$ cat config.mk
export PLATFORM = sky130hd
export DESIGN_NAME = rsw_divider
export DESIGN_NICKNAME = d
export VERILOG_FILES = /design/src/assert_macros.svh /design/src/rsw_pkg.sv /design/src/rsw_divider.sv
export SDC_FILE = /design/constraint.sdc
export NUM_CORES = 1
export LEC_CHECK = 0
export ABC_AREA = 1
export BUFFER_PORTS_ARGS = -buffer_cell sky130_fd_sc_hd__buf_2
export CAP_MARGIN = 20
export CORE_MARGIN = 8
export CORE_UTILIZATION = 50
export DETAILED_ROUTE_END_ITERATION = 10
export GPL_TIMING_DRIVEN = 0
export PLACE_DENSITY = 0.8
export SETUP_SLACK_MARGIN = 0.5
export SLEW_MARGIN = 10
export SYNTH_ARGS = -nofsm -noshare
export SYNTH_HDL_FRONTEND = slang
export SYNTH_SLANG_ARGS = --single-unit
export TNS_END_PERCENT = 100
$ cat constraint.sdc
create_clock -name clock -period 3.2 [get_ports clock]
set_input_delay 0.16 -clock clock [delete_from_list [all_inputs] [get_ports clock]]
set_output_delay 0.16 -clock clock [all_outputs]
set_load 0.01 [all_outputs]
$ cat src/assert_macros.svh
// ----------------------------------------------------------------------------
// assert_macros
// Assertion macros for the running statistics block.
// ----------------------------------------------------------------------------
`ifndef ASSERT_MACROS_SVH
`define ASSERT_MACROS_SVH
`ifndef SYNTH
`define ASSERT_IMPLIES(label, clk, rst, a, b) \
   label: assert property (@(posedge clk) disable iff (rst) (a) |-> (b)) else $error("assert failed");
`define ASSERT_NEXT(label, clk, rst, a, b) \
   label: assert property (@(posedge clk) disable iff (rst) (a) |=> (b)) else $error("assert failed");
`else
`define ASSERT_IMPLIES(label, clk, rst, a, b)
`define ASSERT_NEXT(label, clk, rst, a, b)
`endif
`endif

$ cat src/rsw_pkg.sv
// ----------------------------------------------------------------------------
// rsw_pkg
// Opcodes and shared types of the running statistics block.
// ----------------------------------------------------------------------------
package rsw_pkg;
   typedef enum logic [1:0] {
      OP_CLEAR = 2'd0,
      OP_ADD   = 2'd1,
      OP_MERGE = 2'd2,
      OP_NONE  = 2'd3
   } opcode_type;

   localparam logic signed [31:0] MIN_INIT = 32'sh7FFF_FFFF;
   localparam logic signed [31:0] MAX_INIT = 32'sh8000_0000;
   localparam int DIV_W = 64;
   localparam int CNT_W = 7;
endpackage

$ cat src/rsw_divider.sv
// ----------------------------------------------------------------------------
// rsw_divider
// Radix-2 restoring divider, unsigned 64 by 64 bits, one quotient bit a cycle.
// ----------------------------------------------------------------------------
module rsw_divider (
   input  logic        clock,
   input  logic        reset,
   input  logic        start,
   input  logic [63:0] dividend,
   input  logic [63:0] divisor,
   output logic        busy,
   output logic [63:0] quotient
);
   logic [63:0] quo_ff, quo_in;
   logic [63:0] rem_ff, rem_in;
   logic [63:0] dvs_ff;
   logic [rsw_pkg::CNT_W-1:0] cnt_ff, cnt_in;
   logic busy_ff, busy_in;
   logic [64:0] trial;
   logic [64:0] shifted;

   always_comb begin
      shifted = {rem_ff, quo_ff[63]};
      trial   = shifted - {1'b0, dvs_ff};
      quo_in  = quo_ff;
      rem_in  = rem_ff;
      cnt_in  = cnt_ff;
      busy_in = busy_ff;
      if (start) begin
         quo_in  = dividend;
         rem_in  = '0;
         cnt_in  = '0;
         busy_in = 1'b1;
      end else if (busy_ff) begin
         if (trial[64]) begin
            rem_in = shifted[63:0];
            quo_in = {quo_ff[62:0], 1'b0};
         end else begin
            rem_in = trial[63:0];
            quo_in = {quo_ff[62:0], 1'b1};
         end
         cnt_in = cnt_ff + 1'b1;
         if (cnt_ff == rsw_pkg::CNT_W'(rsw_pkg::DIV_W - 1)) busy_in = 1'b0;
      end
   end

   always_ff @(posedge clock) begin
      if (reset) begin
         busy_ff <= 1'b0;
         cnt_ff  <= '0;
      end else begin
         busy_ff <= busy_in;
         cnt_ff  <= cnt_in;
      end
      quo_ff <= quo_in;
      rem_ff <= rem_in;
      if (start) dvs_ff <= divisor;
   end

   assign busy     = busy_ff;
   assign quotient = quo_ff;
endmodule

==> metrics.yaml <==
synth-xor-area-share_pct: 1.88
overflow: 0
max_freq_mhz: 381
critPathKind: "flop to flop"
final_util_pct: 64.2
synth_top_area_share_pct: 27.9
worst_pin_slew_ns: 0.928
core-area_mm2: 0.0285
fillers: 2587
synthDistinctLibCells: 36
critPathCaptureType: "flop"
skew_ns: 0.0287
synth_top_area_cell: "nand2_1"
setup_violations: 0
fp-row-count: 62
hp-class: "input pin to flop"
synth_top_family_by_area: "simple AND/OR/NAND/NOR gates"
nets: 2852
start_util_pct: 50.6
ys_warn_count: 0
cts_made_buffers: 17
ir_worst_vdd_mv: 0.363
syn_area_per_cell_um2: 6.30
finalNonFillerCells: 3053
synth-simple-area-share_pct: 38.5
clock_path_buffers: 2
synth_seq_cells: 200
drtIter0Drc: 1163
post-route-drc-count: 0
drive_gt1_share_pct: 13.6
cp-start-kind: "flop"
portBuffers: 195
p_leak_nw: 10.3
dp.cells: 2874
tritoncts: "built"
yosysMostFrequentCell: "nand2_1"
finalPower_w: 0.00630
wl_per_cell_um: 15.6
grt_pass1_vias: 14800
clk_pin_slew_ns: 0.10
grt_pass1_wl_um: 75200
wl_um: 47800
async_reset_ff_share_pct: 0
synth_mux_area_share_pct: 0
synthesis.nets: 2492
clock_sinks: 200
syn_area_mm2: 0.0145
dp_hpwl_um: 35600
rsz0062_at_grt: "yes"
yosys-top-cells-count: "1074 x nand2_1, 506 x inv_1, 128 x edfxtp_1"
synthAdderAreaFrac_pct: 5.77
synth_ff_type: "edfxtp_1"
crit_arrival_ns: 2.98
final_hold_viol_count: 0
setup_tns_ns: 0
first_pass_iters: 6
power_density_mw_per_mm2: 344
synth-compound-area-share_pct: 2.39
drv_slew: 0
drv_cap: 0
postRouteAntennaNets: 0
cts_root_buffer: "clkbuf_16"
critical_path_required_ns: 3.56
die_w_um: 186
fin_crit_sh_pct: 81.9
ios: 196
clkLatencyLatePin_ns: 0.48
syn2layout_area_growth_pct: 26.8
netlist_instances: 2295
vias: 15000
r2r_slack_ns: 0.58
globalplace.congestion: 0.977
via_per_inst: 4.92
synth_edf_count: 128
die_h_um: 186
antenna_found_initial: 2
grt_usage_pct: 27.8
seq_area_frac_synth_pct: 36.6
grt_max_degree: 66
htree_num_levels: 4
max_slew_margin_pct: 38.1
outcome: "finished, final reports clean"
dieArea_mm2: 0.0346
synth_area_leaders: "nand2_1 28%, edfxtp_1 27%, inv_1 13%, dfxtp_1 10%, ha_1 5.6%"
finalCriticalPeriod_ns: 2.62
crit_fanout: 6
==> logic make-up (layout without fill, tap and decap cells) <==
group / count (synthesis) / count (layout)
AO/OA/AOI/OAI: 65 / 65
XOR/XNOR: 31 / 31
adder cells (fa/ha/maj): 66 / 66
buffers and inverters: 553 / 926
flip-flops: 200 / 200
other: 0 / 1
AND/OR/NAND/NOR: 1380 / 1380
==> cell type report <==
cell class              count  area, um^2  share of cell area [%]
plain buffers              42         284                    1.55
inverters                 511        1930                    10.5
diodes                      1        2.50                  0.0137
repair buffers            341        2460                    13.4
clock inverters            15         185                    1.01
well taps                 384         480                    2.62
clock buffers              17         425                    2.32
multi-input cells        1542        7280                    39.7
flip-flops and latches    200        5290                    28.8
==> critical path, cell delays in order, from the launching register on <==
cell and delay (ns):
dfxtp_1 0.35, ha_1 0.44, nand2_1 0.19, nor2_4 0.16
nand2_2 0.11, nor4_4 0.33, nand2_4 0.11, nand2_4 0.11
nand2_8 0.07, nand2_8 0.11, buf_12 0.16, clkbuf_16 0.16
nand2_2 0.05, nand3_1 0.07, nand2_1 0.06
==> stage by stage <==
stage	setup WS, ns	hold WS (ns)	cell area (um^2)
finish	0.578	0.0562	18300
global route	0.435	0.0470	18300
CTS	0.495	0.0416	17900
detailed placement	-0.0703	0.338	15900
global placement	-1.59	0.336	15900
floorplan	0.547	0.239	14500
==> what timing repair did <==
item	CTS	global route
gates resized for setup	12	80
pin swaps	1	31
hold buffers	126	0
gates cloned	0	3
setup endpoints to repair	129	128
setup buffers	5	12
hold endpoints to repair	126	0
==> power breakdown <==
group	internal, W	switching (W)	leakage (nW)
Clock	0.00107	0.00120	0.294
Combinational	0.000405	0.000606	8.15
Sequential	0.00293	0.0000860	1.86
Total	0.00441	0.00189	10.3
==> layer usage <==
layer	vias up	global-route usage, %	routed length, um
met1	6721	34.7	20200
met5	-	0	0
met4	0	10.5	1670
met3	91	5.19	3740
li1	7541	-	-
met2	666	47.0	22200
==> registers in the layout, summed over array words and instances, names as in the netlist <==
name      cells
rem_ff       64
cnt_ff        7
quotient     64
dvs_ff       64
busy          1
==> layout by cell type, fill, tap and decap left out, drive strengths merged <==
master	instances
nand3b	6
nor3b	2
o21ai	14
or2	1
buf	224
nand3	124
nor2	115
bufinv	1
and3	3
inv	518
diode	1
and2	1
clkinvlp	1
o21bai	2
nand2	1098
clkbuf	50
xor2	5
fa	1
nor4	4
dlygate4sd3	126
edfxtp	128
clkinv	6
nand4	8
nor3	18
xnor2	26
ha	65
dfxtp	72
a21oi	49
==> final timing paths <==
path,cells past startpoint,end,from
worst min register to register,2,rem_ff[39]$_SDFFE_PP0P_,rem_ff[39]$_SDFFE_PP0P_
worst max-delay path,14,rem_ff[30]$_SDFFE_PP0P_,rem_ff[48]$_SDFFE_PP0P_
worst min-delay path,3,quotient[34]$_DFFE_PP_,dividend[34]
worst max register to register,14,rem_ff[30]$_SDFFE_PP0P_,rem_ff[48]$_SDFFE_PP0P_
Note: power is estimated with default switching activity, not from simulation.
